File: src/sv/cfp_pkg.sv
// shared types, constants and the arctangent table for the camera frame to polar block
package cfp_pkg;

   // sequencing limits
   localparam int CORDIC_TABLE_SIZE = 20;
   localparam int SQRT_STEPS = 9;

   // angle constants, degrees in q16
   localparam logic [22:0] ANGLE_QUARTER = 23'd5898240;
   localparam logic [23:0] ANGLE_HALF = 24'd11796480;
   localparam logic [24:0] ROUND_HALF = 25'd32768;

   // compass conversion
   localparam logic [9:0] COMPASS_OFFSET = 10'd450;
   localparam logic [9:0] FULL_TURN = 10'd360;

   // register indexes
   localparam logic [1:0] CSR_MARKER_BYTE = 2'd0;
   localparam logic [1:0] CSR_CENTRE_X = 2'd1;
   localparam logic [1:0] CSR_CENTRE_Y = 2'd2;

   typedef enum logic [1:0] {
      PHASE_HUNT,
      PHASE_ONE,
      PHASE_COLLECT
   } sync_phase_type;

   typedef enum logic [2:0] {
      T_IDLE,
      T_BLUE_START,
      T_BLUE_WAIT,
      T_YELLOW_START,
      T_YELLOW_WAIT,
      T_HOLD
   } top_state_type;

   typedef enum logic [1:0] {
      P_IDLE,
      P_ITER,
      P_CLAMP,
      P_ANGLE
   } polar_state_type;

   typedef struct packed {
      logic [7:0] rx_byte;
   } req_payload_type;

   typedef struct packed {
      logic       blue_seen;
      logic [8:0] blue_angle;
      logic [8:0] blue_distance;
      logic       yellow_seen;
      logic [8:0] yellow_angle;
      logic [8:0] yellow_distance;
   } rsp_payload_type;

   typedef struct packed {
      logic              start;
      logic signed [8:0] dx;
      logic signed [8:0] dy;
   } polar_req_type;

   typedef struct packed {
      logic       done;
      logic [8:0] angle;
      logic [8:0] distance;
   } polar_status_type;

   // arctangent of 2^-i in degrees, q16, rounded to nearest
   function automatic logic [21:0] atan_q16(input logic [4:0] idx);
      logic [21:0] val;
      unique case (idx)
         5'd0: val = 22'd2949120;
         5'd1: val = 22'd1740967;
         5'd2: val = 22'd919879;
         5'd3: val = 22'd466945;
         5'd4: val = 22'd234379;
         5'd5: val = 22'd117304;
         5'd6: val = 22'd58666;
         5'd7: val = 22'd29335;
         5'd8: val = 22'd14668;
         5'd9: val = 22'd7334;
         5'd10: val = 22'd3667;
         5'd11: val = 22'd1833;
         5'd12: val = 22'd917;
         5'd13: val = 22'd458;
         5'd14: val = 22'd229;
         5'd15: val = 22'd115;
         5'd16: val = 22'd57;
         5'd17: val = 22'd29;
         5'd18: val = 22'd14;
         5'd19: val = 22'd7;
         default: val = 22'd0;
      endcase
      return val;
   endfunction

endpackage

File: src/sv/cfp_stream_if.sv
// valid/ready stream interface carrying one payload word
interface cfp_stream_if #(
   parameter type payload_type = logic
) ();
   logic        valid;
   logic        ready;
   payload_type payload;

   modport source (output valid, output payload, input ready);
   modport sink (input valid, input payload, output ready);
endinterface

File: src/sv/cfp_polar.sv
// iterative cordic and square root unit giving compass angle and distance of one offset
module cfp_polar import cfp_pkg::*; #(
   parameter int CORDIC_STEPS = 12
) (
   input  logic             clock,
   input  logic             reset,
   input  polar_req_type    req,
   output polar_status_type status
);

   localparam int STEPS = (CORDIC_STEPS < CORDIC_TABLE_SIZE) ? CORDIC_STEPS : CORDIC_TABLE_SIZE;
   localparam int ITERS = (STEPS > SQRT_STEPS) ? STEPS : SQRT_STEPS;
   localparam logic [4:0] LAST_ITER = 5'(ITERS - 1);
   localparam logic [4:0] STEP_LIMIT = 5'(STEPS);

   polar_state_type state_ff, state_in;
   logic [4:0]  cnt_ff, cnt_in;
   logic [7:0]  ax_ff, ax_in, ay_ff, ay_in;
   logic        dx_neg_ff, dx_neg_in, dy_neg_ff, dy_neg_in;
   logic signed [19:0] x_ff, x_in, y_ff, y_in;
   logic signed [24:0] z_ff, z_in;
   logic [16:0] rem_ff, rem_in;
   logic [17:0] root_ff, root_in;
   logic [16:0] bit_ff, bit_in;
   logic [23:0] mag_ff, mag_in;
   logic [8:0]  dist_ff, dist_in;

   logic do_load, do_iter, do_clamp;

   // load stage
   logic [8:0]  dx_mag, dy_mag;
   logic [15:0] ax_sq, ay_sq;
   logic [16:0] n_new;

   // shared step datapath
   logic signed [19:0] xs, ys;
   logic signed [24:0] atan_step;
   logic [17:0] trial;
   logic        fits;

   // finishing
   logic [22:0] first_quad;
   logic [24:0] round_sum;
   logic [8:0]  rmag;
   logic [9:0]  raw_angle;

   always_comb begin
      state_in = state_ff;
      unique case (state_ff)
         P_IDLE:  if (req.start) state_in = P_ITER;
         P_ITER:  if (cnt_ff == LAST_ITER) state_in = P_CLAMP;
         P_CLAMP: state_in = P_ANGLE;
         P_ANGLE: state_in = P_IDLE;
         default: state_in = P_IDLE;
      endcase
   end

   always_comb begin
      do_load = (state_ff == P_IDLE) && req.start;
      do_iter = (state_ff == P_ITER);
      do_clamp = (state_ff == P_CLAMP);
   end

   always_comb begin
      dx_mag = req.dx[8] ? 9'(-req.dx) : req.dx;
      dy_mag = req.dy[8] ? 9'(-req.dy) : req.dy;
      ax_sq = {8'd0, dx_mag[7:0]} * {8'd0, dx_mag[7:0]};
      ay_sq = {8'd0, dy_mag[7:0]} * {8'd0, dy_mag[7:0]};
      n_new = {1'b0, ax_sq} + {1'b0, ay_sq};

      xs = x_ff >>> cnt_ff;
      ys = y_ff >>> cnt_ff;
      atan_step = $signed({3'b000, atan_q16(cnt_ff)});
      trial = root_ff + {1'b0, bit_ff};
      fits = {1'b0, rem_ff} >= trial;

      // axes are exact, otherwise clamp the accumulated angle to the first quadrant
      if (ay_ff == 8'd0) begin
         first_quad = '0;
      end else if (ax_ff == 8'd0) begin
         first_quad = ANGLE_QUARTER;
      end else if (z_ff[24]) begin
         first_quad = '0;
      end else if (z_ff > $signed({2'b00, ANGLE_QUARTER})) begin
         first_quad = ANGLE_QUARTER;
      end else begin
         first_quad = z_ff[22:0];
      end

      round_sum = {1'b0, mag_ff} + ROUND_HALF;
      rmag = round_sum[24:16];
      raw_angle = dy_neg_ff ? COMPASS_OFFSET + {1'b0, rmag} : COMPASS_OFFSET - {1'b0, rmag};
   end

   always_comb begin
      cnt_in = cnt_ff;
      ax_in = ax_ff;
      ay_in = ay_ff;
      dx_neg_in = dx_neg_ff;
      dy_neg_in = dy_neg_ff;
      x_in = x_ff;
      y_in = y_ff;
      z_in = z_ff;
      rem_in = rem_ff;
      root_in = root_ff;
      bit_in = bit_ff;
      mag_in = mag_ff;
      dist_in = dist_ff;
      if (do_load) begin
         cnt_in = '0;
         ax_in = dx_mag[7:0];
         ay_in = dy_mag[7:0];
         dx_neg_in = req.dx[8];
         dy_neg_in = req.dy[8];
         x_in = $signed({4'b0000, dx_mag[7:0], 8'h00});
         y_in = $signed({4'b0000, dy_mag[7:0], 8'h00});
         z_in = '0;
         rem_in = n_new;
         root_in = '0;
         bit_in = 17'h10000;
      end else if (do_iter) begin
         cnt_in = cnt_ff + 5'd1;
         if (cnt_ff < STEP_LIMIT) begin
            if (!y_ff[19]) begin
               x_in = x_ff + ys;
               y_in = y_ff - xs;
               z_in = z_ff + atan_step;
            end else begin
               x_in = x_ff - ys;
               y_in = y_ff + xs;
               z_in = z_ff - atan_step;
            end
         end
         // one result bit of the square root per cycle
         if (bit_ff != 17'd0) begin
            if (fits) begin
               rem_in = 17'({1'b0, rem_ff} - trial);
               root_in = (root_ff >> 1) + {1'b0, bit_ff};
            end else begin
               root_in = root_ff >> 1;
            end
            bit_in = bit_ff >> 2;
         end
      end else if (do_clamp) begin
         mag_in = dx_neg_ff ? ANGLE_HALF - {1'b0, first_quad} : {1'b0, first_quad};
         dist_in = root_ff[8:0] + {8'd0, ({1'b0, rem_ff} > root_ff)};
      end
   end

   always_ff @(posedge clock) begin
      if (reset) begin
         state_ff <= P_IDLE;
      end else begin
         state_ff <= state_in;
      end
   end

   always_ff @(posedge clock) begin
      cnt_ff <= cnt_in;
      ax_ff <= ax_in;
      ay_ff <= ay_in;
      dx_neg_ff <= dx_neg_in;
      dy_neg_ff <= dy_neg_in;
      x_ff <= x_in;
      y_ff <= y_in;
      z_ff <= z_in;
      rem_ff <= rem_in;
      root_ff <= root_in;
      bit_ff <= bit_in;
      mag_ff <= mag_in;
      dist_ff <= dist_in;
   end

   assign status.done = (state_ff == P_ANGLE);
   assign status.angle = (raw_angle >= FULL_TURN) ? 9'(raw_angle - FULL_TURN) : raw_angle[8:0];
   assign status.distance = dist_ff;

endmodule

File: src/sv/camera_frame_to_polar.sv
// top level: frame sync on camera link words and polar conversion of two targets
// a word that does not end a frame is taken and gives no result
// the last word of a frame gives one result, computed by
//   the shared cordic/square root unit running blue then yellow, one step a cycle
// req ready is low from the last word of a frame until its result sits in the output register
// synchronous active high reset: hunting for the first marker, registers at 11, 128, 128
module camera_frame_to_polar import cfp_pkg::*; #(
   parameter int FRAME_LENGTH = 10,
   parameter int CORDIC_STEPS = 12
) (
   input  logic        clock,
   input  logic        reset,
   cfp_stream_if.sink   req_stream,
   cfp_stream_if.source rsp_stream,
   input  logic        csr_write,
   input  logic [1:0]  csr_index,
   input  logic [7:0]  csr_data
);

   localparam logic [4:0] LAST_POS = 5'(FRAME_LENGTH - 1);

   // configuration registers
   logic [7:0] marker_ff, marker_in;
   logic [7:0] centre_x_ff, centre_x_in;
   logic [7:0] centre_y_ff, centre_y_in;

   // frame sync and collection
   sync_phase_type phase_ff, phase_in;
   logic [4:0] pos_ff, pos_in;
   logic [7:0] fields_ff [6];
   logic [7:0] fields_in [6];
   logic       accept;
   logic       frame_end;
   logic [7:0] rx;

   // sequencer
   top_state_type state_ff, state_in;
   logic          use_yellow;
   logic          out_free;
   logic          load_out;

   // per target results held until the output register is free
   logic [8:0] blue_angle_ff, blue_angle_in, blue_dist_ff, blue_dist_in;
   logic [8:0] yellow_angle_ff, yellow_angle_in, yellow_dist_ff, yellow_dist_in;

   // output register
   logic            rsp_valid_ff, rsp_valid_in;
   rsp_payload_type rsp_payload_ff, rsp_payload_in;

   // offsets from the centre
   logic signed [8:0] blue_dx, blue_dy, yellow_dx, yellow_dy;

   polar_req_type    polar_req;
   polar_status_type polar_status;

   cfp_polar #(
      .CORDIC_STEPS(CORDIC_STEPS)
   ) u_polar (
      .clock(clock),
      .reset(reset),
      .req(polar_req),
      .status(polar_status)
   );

   assign rx = req_stream.payload.rx_byte;
   assign accept = req_stream.valid && req_stream.ready;

   // config writes, index beyond the list is dropped
   always_comb begin
      marker_in = marker_ff;
      centre_x_in = centre_x_ff;
      centre_y_in = centre_y_ff;
      if (csr_write) begin
         unique case (csr_index)
            CSR_MARKER_BYTE: marker_in = csr_data;
            CSR_CENTRE_X:    centre_x_in = csr_data;
            CSR_CENTRE_Y:    centre_y_in = csr_data;
            default: ;
         endcase
      end
   end

   // marker hunt, then byte 0 is the second marker and bytes 1 to 6 are kept
   always_comb begin
      phase_in = phase_ff;
      pos_in = pos_ff;
      fields_in = fields_ff;
      frame_end = 1'b0;
      if (accept) begin
         unique case (phase_ff)
            PHASE_HUNT: begin
               if (rx == marker_ff) phase_in = PHASE_ONE;
            end
            PHASE_ONE: begin
               if (rx == marker_ff) begin
                  phase_in = PHASE_COLLECT;
                  pos_in = '0;
               end else begin
                  phase_in = PHASE_HUNT;
               end
            end
            PHASE_COLLECT: begin
               pos_in = pos_ff + 5'd1;
               if (pos_in >= 5'd1 && pos_in <= 5'd6) begin
                  fields_in[3'(pos_in - 5'd1)] = rx;
               end
               if (pos_in == LAST_POS) begin
                  frame_end = 1'b1;
                  phase_in = PHASE_HUNT;
                  pos_in = '0;
               end
            end
            default: phase_in = PHASE_HUNT;
         endcase
      end
   end

   assign blue_dx = $signed({1'b0, fields_ff[1]}) - $signed({1'b0, centre_x_ff});
   assign blue_dy = $signed({1'b0, fields_ff[2]}) - $signed({1'b0, centre_y_ff});
   assign yellow_dx = $signed({1'b0, fields_ff[4]}) - $signed({1'b0, centre_x_ff});
   assign yellow_dy = $signed({1'b0, fields_ff[5]}) - $signed({1'b0, centre_y_ff});

   assign out_free = !rsp_valid_ff || rsp_stream.ready;

   // next state: blue, then yellow through the shared unit, then hand off
   always_comb begin
      state_in = state_ff;
      unique case (state_ff)
         T_IDLE:         if (frame_end) state_in = T_BLUE_START;
         T_BLUE_START:   state_in = T_BLUE_WAIT;
         T_BLUE_WAIT:    if (polar_status.done) state_in = T_YELLOW_START;
         T_YELLOW_START: state_in = T_YELLOW_WAIT;
         T_YELLOW_WAIT:  if (polar_status.done) state_in = T_HOLD;
         T_HOLD:         if (out_free) state_in = T_IDLE;
         default:        state_in = T_IDLE;
      endcase
   end

   // sequencer outputs
   always_comb begin
      req_stream.ready = (state_ff == T_IDLE);
      use_yellow = (state_ff == T_YELLOW_START) || (state_ff == T_YELLOW_WAIT);
      polar_req.start = (state_ff == T_BLUE_START) || (state_ff == T_YELLOW_START);
      polar_req.dx = use_yellow ? yellow_dx : blue_dx;
      polar_req.dy = use_yellow ? yellow_dy : blue_dy;
      load_out = (state_ff == T_HOLD) && out_free;
   end

   // result capture and output word
   always_comb begin
      blue_angle_in = blue_angle_ff;
      blue_dist_in = blue_dist_ff;
      yellow_angle_in = yellow_angle_ff;
      yellow_dist_in = yellow_dist_ff;
      if (polar_status.done && state_ff == T_BLUE_WAIT) begin
         blue_angle_in = polar_status.angle;
         blue_dist_in = polar_status.distance;
      end
      if (polar_status.done && state_ff == T_YELLOW_WAIT) begin
         yellow_angle_in = polar_status.angle;
         yellow_dist_in = polar_status.distance;
      end

      rsp_payload_in = rsp_payload_ff;
      rsp_valid_in = rsp_valid_ff && !rsp_stream.ready;
      if (load_out) begin
         rsp_valid_in = 1'b1;
         rsp_payload_in.blue_seen = (fields_ff[0] != 8'd0);
         rsp_payload_in.blue_angle = blue_angle_ff;
         rsp_payload_in.blue_distance = blue_dist_ff;
         rsp_payload_in.yellow_seen = (fields_ff[3] != 8'd0);
         rsp_payload_in.yellow_angle = yellow_angle_ff;
         rsp_payload_in.yellow_distance = yellow_dist_ff;
      end
   end

   assign rsp_stream.valid = rsp_valid_ff;
   assign rsp_stream.payload = rsp_payload_ff;

   // control state
   always_ff @(posedge clock) begin
      if (reset) begin
         marker_ff <= 8'd11;
         centre_x_ff <= 8'd128;
         centre_y_ff <= 8'd128;
         phase_ff <= PHASE_HUNT;
         pos_ff <= '0;
         state_ff <= T_IDLE;
         rsp_valid_ff <= 1'b0;
      end else begin
         marker_ff <= marker_in;
         centre_x_ff <= centre_x_in;
         centre_y_ff <= centre_y_in;
         phase_ff <= phase_in;
         pos_ff <= pos_in;
         state_ff <= state_in;
         rsp_valid_ff <= rsp_valid_in;
      end
   end

   // payload
   always_ff @(posedge clock) begin
      fields_ff <= fields_in;
      blue_angle_ff <= blue_angle_in;
      blue_dist_ff <= blue_dist_in;
      yellow_angle_ff <= yellow_angle_in;
      yellow_dist_ff <= yellow_dist_in;
      rsp_payload_ff <= rsp_payload_in;
   end

endmodule

File: src/flat_wrapper.sv
// flat-port wrapper written by rule: the top's interface ports become plain ports
module camera_frame_to_polar_flat import cfp_pkg::*;
#(
   parameter int FRAME_LENGTH = 10,
   parameter int CORDIC_STEPS = 12
)
  (clock, reset, csr_write, csr_index, csr_data, req_stream_valid, req_stream_payload, req_stream_ready, rsp_stream_valid, rsp_stream_payload, rsp_stream_ready);
  cfp_stream_if #(.payload_type(req_payload_type)) req_stream_i ();
  cfp_stream_if #(.payload_type(rsp_payload_type)) rsp_stream_i ();
  input  logic clock;
  input  logic reset;
  input  logic csr_write;
  input  logic [1:0] csr_index;
  input  logic [7:0] csr_data;
  input wire logic [$bits(req_stream_i.valid)-1:0] req_stream_valid;
  input wire logic [$bits(req_stream_i.payload)-1:0] req_stream_payload;
  output wire logic [$bits(req_stream_i.ready)-1:0] req_stream_ready;
  output wire logic [$bits(rsp_stream_i.valid)-1:0] rsp_stream_valid;
  output wire logic [$bits(rsp_stream_i.payload)-1:0] rsp_stream_payload;
  input wire logic [$bits(rsp_stream_i.ready)-1:0] rsp_stream_ready;
  assign req_stream_i.valid = req_stream_valid;
  assign req_stream_i.payload = req_stream_payload;
  assign req_stream_ready = req_stream_i.ready;
  assign rsp_stream_valid = rsp_stream_i.valid;
  assign rsp_stream_payload = rsp_stream_i.payload;
  assign rsp_stream_i.ready = rsp_stream_ready;
  camera_frame_to_polar #(.FRAME_LENGTH(FRAME_LENGTH), .CORDIC_STEPS(CORDIC_STEPS)) u_core (.clock(clock), .reset(reset), .req_stream(req_stream_i), .rsp_stream(rsp_stream_i), .csr_write(csr_write), .csr_index(csr_index), .csr_data(csr_data));
endmodule
File: config.mk
export PLATFORM = sky130hd
export DESIGN_NAME = camera_frame_to_polar_flat
export DESIGN_NICKNAME = d
export VERILOG_FILES = /design/src/sv/cfp_pkg.sv /design/src/sv/cfp_stream_if.sv /design/src/sv/cfp_polar.sv /design/src/sv/camera_frame_to_polar.sv /design/src/flat_wrapper.sv
export SDC_FILE = /design/constraint.sdc
export NUM_CORES = 1
export LEC_CHECK = 0
export ABC_AREA = 1
export BUFFER_PORTS_ARGS = -buffer_cell sky130_fd_sc_hd__buf_2
export CORE_UTILIZATION = 46
export CTS_BUF_LIST = sky130_fd_sc_hd__clkbuf_8 sky130_fd_sc_hd__clkbuf_16
export DETAILED_ROUTE_END_ITERATION = 6
export PLACE_DENSITY = 0.65
export SYNTH_ARGS = -nofsm -noshare
export SYNTH_HDL_FRONTEND = slang
export SYNTH_HIERARCHICAL = 1
export SYNTH_SLANG_ARGS = --single-unit
File: constraint.sdc
create_clock -name clock -period 12.6 [get_ports clock]
set_clock_uncertainty 0.1 [all_clocks]
set_input_delay 3.15 -clock clock [delete_from_list [all_inputs] [get_ports clock]]
set_output_delay 3.15 -clock clock [all_outputs]
set_load 0.02 [all_outputs]
=== Word-level counts from Yosys, hierarchy flattened ===
Memory sizes are Yosys's and may differ from the RTL's. A register that Yosys moved wholly into a read port is not among the register bits.
Cells that the tools add are included.
Widths: inputs -> output; s select.

* Add/subtract/negate cells: 25
* Multipliers: 2
* Divide/modulo/power cells: 0
* Magnitude comparators: 9
* Equal/unequal tests: 24
* Shift operators: 2
* Mux-type cells: 49
* Bitwise logic cells: 3
* Reductions and logical operators: 40

{| class="wikitable"
|+ Operators by type and width
! kind !! number
|-
| $mux 23 || 5
|-
| $mux 16 || 6
|-
| $mux 17 || 4
|-
| $bwmux 48 || 1
|-
| $add 20x20->20 || 2
|-
| $mux 20 || 2
|-
| $sshr 20x5->20 || 2
|-
| $sub 20x20->20 || 2
|-
| $sub 8x8->9 || 4
|-
| $mul 8x8->16 || 2
|-
| $mux 9 || 3
|-
| $add 24x16->25 const B || 1
|-
| $add 25x23->25 || 1
|-
| $gt 25x24->1 const B || 1
|-
| $mux 25 || 1
|-
| $sub 25x23->25 || 1
|-
| $demux 8 s3 || 1
|-
| $mux 8 || 3
|-
| $sub 24x23->24 const A || 1
|-
| $mux 5 || 4
|-
| $add 17x17->18 || 1
|-
| $add 18x17->18 || 1
|-
| $ge 17x18->1 || 1
|-
| $gt 17x18->1 || 1
|-
| other kinds (47) || 103
|}

* Register bits after elaboration: 324
* Bits in latches: 0
* Bits in writable memories: 0
* ROM bits: 704
* Output and inout port bits: 40
* Logic and storage cells: 195
* Memories: 1

{| class="wikitable"
|+ Memory list
! name !! depth !! width !! read ports !! clocked after memory_dff !! wr ports !! line !! text
|-
| (no name shown) || 32 || 22 || 1 || 1 || 0 || cfp_pkg.sv:72 || <nowiki>unique case (idx)</nowiki>
|}

=== Longest topological paths before layout ===
* Depth in word-level cells: 8
* Mapped depth: 44
* Depth with buffers taken out: 43

=== By module ===
The synthesis kept the hierarchy.

{| class="wikitable"
|+ By module, submodules not included
! module !! times used !! cells each !! area each (µm²)
|-
| cfp_polar || 1 || 2882 || 19971.7
|-
| camera_frame_to_polar || 1 || 533 || 6296.0
|}

=== Least setup slack after synthesis ===
No wires, ideal clock.

* Kind: reg-to-reg
* Start: register u_core.state_ff[0]
* End: register u_core.u_polar.rem_ff[15] (data pin)
* Setup time: 258 ps
* Data arrival time: 7548 ps
* Required time: 12242 ps
* Path slack: 4694 ps
* Cell stages (with the launch flop): 38
* Period minus slack after synthesis: 7906 ps
* Cell sequence: dfxtp_1 > nor2_4 > inv_2 > a21oi_4 > mux2i_1 > ha_1 > inv_1 > fa_1 > nand3_1 > nand2_1 > a21oi_1 > clkbuf_1 > o21ai_0 > or2_2 > nand2_1 > inv_1 > nor2_1 > inv_1 > [2 not listed] > fa_1 > inv_1 > fa_1 > fa_1 > inv_1 > fa_1 > inv_1 > ha_1 > inv_1 > o21ai_0 > a21oi_1 > nor2_1 > nor2_1 > o21ai_0 > a21o_1 > a21oi_1 > o21ai_0 > nand2_1

{| class="wikitable"
|+ RTL lines
! what !! line !! text
|-
| from (decl) || camera_frame_to_polar.sv:37 || <nowiki>top_state_type state_ff, state_in;</nowiki>
|-
| from (signal assigned) || camera_frame_to_polar.sv:196 || <nowiki>state_ff <= state_in;</nowiki>
|-
| to (signal assigned) || cfp_polar.sv:167 || <nowiki>rem_ff <= rem_in;</nowiki>
|-
| to (decl) || cfp_polar.sv:22 || <nowiki>logic [16:0] rem_ff, rem_in;</nowiki>
|}

==> flow_summary.ini <==
[cts]
clk_latency_ps = 580
cts_sinks = 331
cts_made_buffers = 40
h-tree-depth = 2
ctsResizeCount = 0
ctsHoldBuffers = 0
post_cts_buffers = 0
cts_buffer_depth = 3
path_clk_slew_ps = 60
cts_tree = built
root_buffer = clkbuf_16

[synthesis]
muxShareOfSynthArea = 0.00114
synth_top_area_cell = edfxtp_1
netlist_area_mm2 = 0.0263
synth_top_family_by_area = simple AND/OR/NAND/NOR gates
synth_area_leaders = edfxtp_1 22%, nand2_1 11%, dfxtp_1 11%
ys_seq_area_frac = 0.325
ys_async_sr_fraction = 0
synth_flop_cell = edfxtp_1
synth_xor_area_frac = 0.0543
yosys_warnings = 6
syn_nets = 3733
synth-simple-area-share = 0.246
synth-edff-count = 191
ys_ff_latch = 331
netlist.area_leader.share = 0.218
netlist_instances = 3415
synthAdderAreaFrac = 0.164
synth_cell_types = 70
synth_compound_area_frac = 0.127
post_synth.cell_area_avg_um2 = 7.69

[placement]
pre_cts_ws_ps = 3540
port_buffers = 62
hpwl_mm = 51.1
placed_area_mm2 = 0.0273
routabilityCongestion = 0.935

[routing]
wl_mm = 66.8
ant_nets = 0
post-route-drc-count = 0
dr_total_vias = 22500
dr.pass1.iters = 5
drtIter0Drc = 1714
via_per_inst = 5.32
wl_per_cell_um = 15.8

[setup_path]
cp-end-kind = register
reg2reg_depth = 34
crit_path_max_incr_delay_ps = 560
rrSetupSlack_ps = 3470
worstReg2RegStart = u_core/state_ff[2]
slowest_stage = a21oi_1
setup.worst_path.start_class = register
worstSetupPathType = register to register
worstPathRequired_ps = 12830
critPathArrivalTime_ps = 9360
crit_fanout = 18
r2r_end = u_core/u_polar/rem_ff[15]

[sta]
tightest_slew_ps = 1040
period_share = 0.725
layout_setup_ws_ps = 3470
slew_headroom = 0.306
fin_setup_tns_ps = 0
setup_viol = 0
rsz0062_at_grt = false
max_freq_ghz = 0.110
finalCriticalPeriod_ps = 9130
timing_hold_violations_final = 0
slew_viol_final = 0

[die]
coreArea_mm2 = 0.0564
die_h_um = 241
rows = 87
ioPinCount = 63
dieWidth_um = 241
fp.dieArea_mm2 = 0.0581
initial_utilization = 0.466

[worst_hold_path]
hp-start = u_core/yellow_angle_ff[3]
min_to = u_core/rsp_stream.payload[12]
min-delay-path-class = register to register
min_path_cells = 0

[global_routing]
overflow = 0
grt_pass1_vias = 21100
antenna_found_initial = 0
grt.total_usage = 0.231
grt_max_degree = 69
grt_first_pass_wirelength_mm = 107

[status]
outcome = complete, no violations

[layout]
n_antenna_cell = 0
area_growth_pct = 8.93
final_net_count = 3771
drive_gt1_frac = 0.0698
layout_commonest_cell = nand2_1
layout_common_cells = 750 x nand2_1, 451 x inv_1, 285 x nor2_1
fin_area_mm2 = 0.0286

[job]
maxCapViolCount = 0
cell usage after synthesis (all sizes together) (4+ instances only):
| library cell | number |
|---|---|
| nand2 | 765 |
| inv | 465 |
| nor2 | 305 |
| nand3 | 267 |
| o21ai | 242 |
| a21oi | 218 |
| ha | 213 |
| edfxtp | 191 |
| dfxtp | 140 |
| xor2 | 102 |
| fa | 82 |
| xnor2 | 57 |
| nor3 | 47 |
| buf | 41 |
| clkbuf | 41 |
| nand4 | 41 |
| o22ai | 35 |
| nor4 | 21 |
| or2 | 17 |
| o211ai | 14 |
| a31oi | 13 |
| a211oi | 10 |
| a21boi | 10 |
| o31ai | 10 |
| a21o | 9 |
| nand3b | 8 |
| o21bai | 8 |
| and2 | 5 |
| o221ai | 5 |
| a22o | 4 |
| a32o | 4 |
worst max-delay path, delay by kind of cell, from the launching register on:
family,cells,cell delay (ps)
buffers and inverters,7,680
xor gates and xnor gates,1,540
adders and majority gates,9,3900
muxes,1,260
AOI/OAI and AO/OA,9,2020
DFF,1,470
and+or+nand+nor,7,890
cell families (layout without fill, tap and decap cells):
| kind of cell | after synthesis | count (layout) |
|---|---|---|
| compound gates | 594 | 594 |
| xor+xnor | 159 | 159 |
| fa+ha+maj | 295 | 295 |
| buf+inv | 550 | 617 |
| flops | 331 | 331 |
| mux | 3 | 3 |
| simple gates | 1483 | 1483 |
cell type report:
class | count | area, um2
tap | 756 | 946
sequential | 331 | 8540
clock inverter | 30 | 334
inverter | 468 | 1760
fill | 5572 | 27800
timing repair buffer | 78 | 430
clock buffer | 41 | 1030
multi-input combinational | 2534 | 15600
metal layers:
| layer | vias to the layer above | wire length (um) | track usage |
|---|---|---|---|
| li1 | 11500 | - | - |
| met3 | 101 | 3910 | 0.0332 |
| met4 | 0 | 1870 | 0.0725 |
| met2 | 599 | 30300 | 0.381 |
| met1 | 10400 | 30700 | 0.312 |
| met5 | - | 0 | 0 |
worst max path at each step:
stage          slack [ps]                         to                from  depth (start not counted)
4_1_cts              3520  u_core/u_polar/rem_ff[15]  u_core/state_ff[2]                         35
3_5_place_dp         3540  u_core/u_polar/rem_ff[15]  u_core/state_ff[2]                         34
3_3_place_gp         3710  u_core/u_polar/rem_ff[15]  u_core/state_ff[0]                         35
5_1_grt              2810  u_core/u_polar/rem_ff[15]  u_core/state_ff[2]                         34
2_1_floorplan        4690  u_core/u_polar/rem_ff[15]  u_core/state_ff[0]                         37
6_report             3470  u_core/u_polar/rem_ff[15]  u_core/state_ff[2]                         34
flip-flops by register name, summed over array words and instances, names as in the netlist, 17 cells and up:
register,count
u_core/rsp_stream.payload,38
u_core/u_polar/z_ff,25
u_core/u_polar/atan_step,22
u_core/u_polar/rem_ff,17
u_core/u_polar/x_ff,20
u_core/fields_ff,48
u_core/u_polar/root_ff,18
u_core/u_polar/y_ff,20
metrics by stage:
stage	hold WS, ps	utilization	cells
after global routing	319	0.507	4238
after floorplan	300	-	3415
final	317	0.507	4238
after CTS	318	0.507	4238
after detailed placement	305	0.483	4167
after global placement	301	0.483	4167
Power is left out: the tool's default activity adds up to more than one toggle a clock period on the data nets, which glitch-free logic cannot reach.
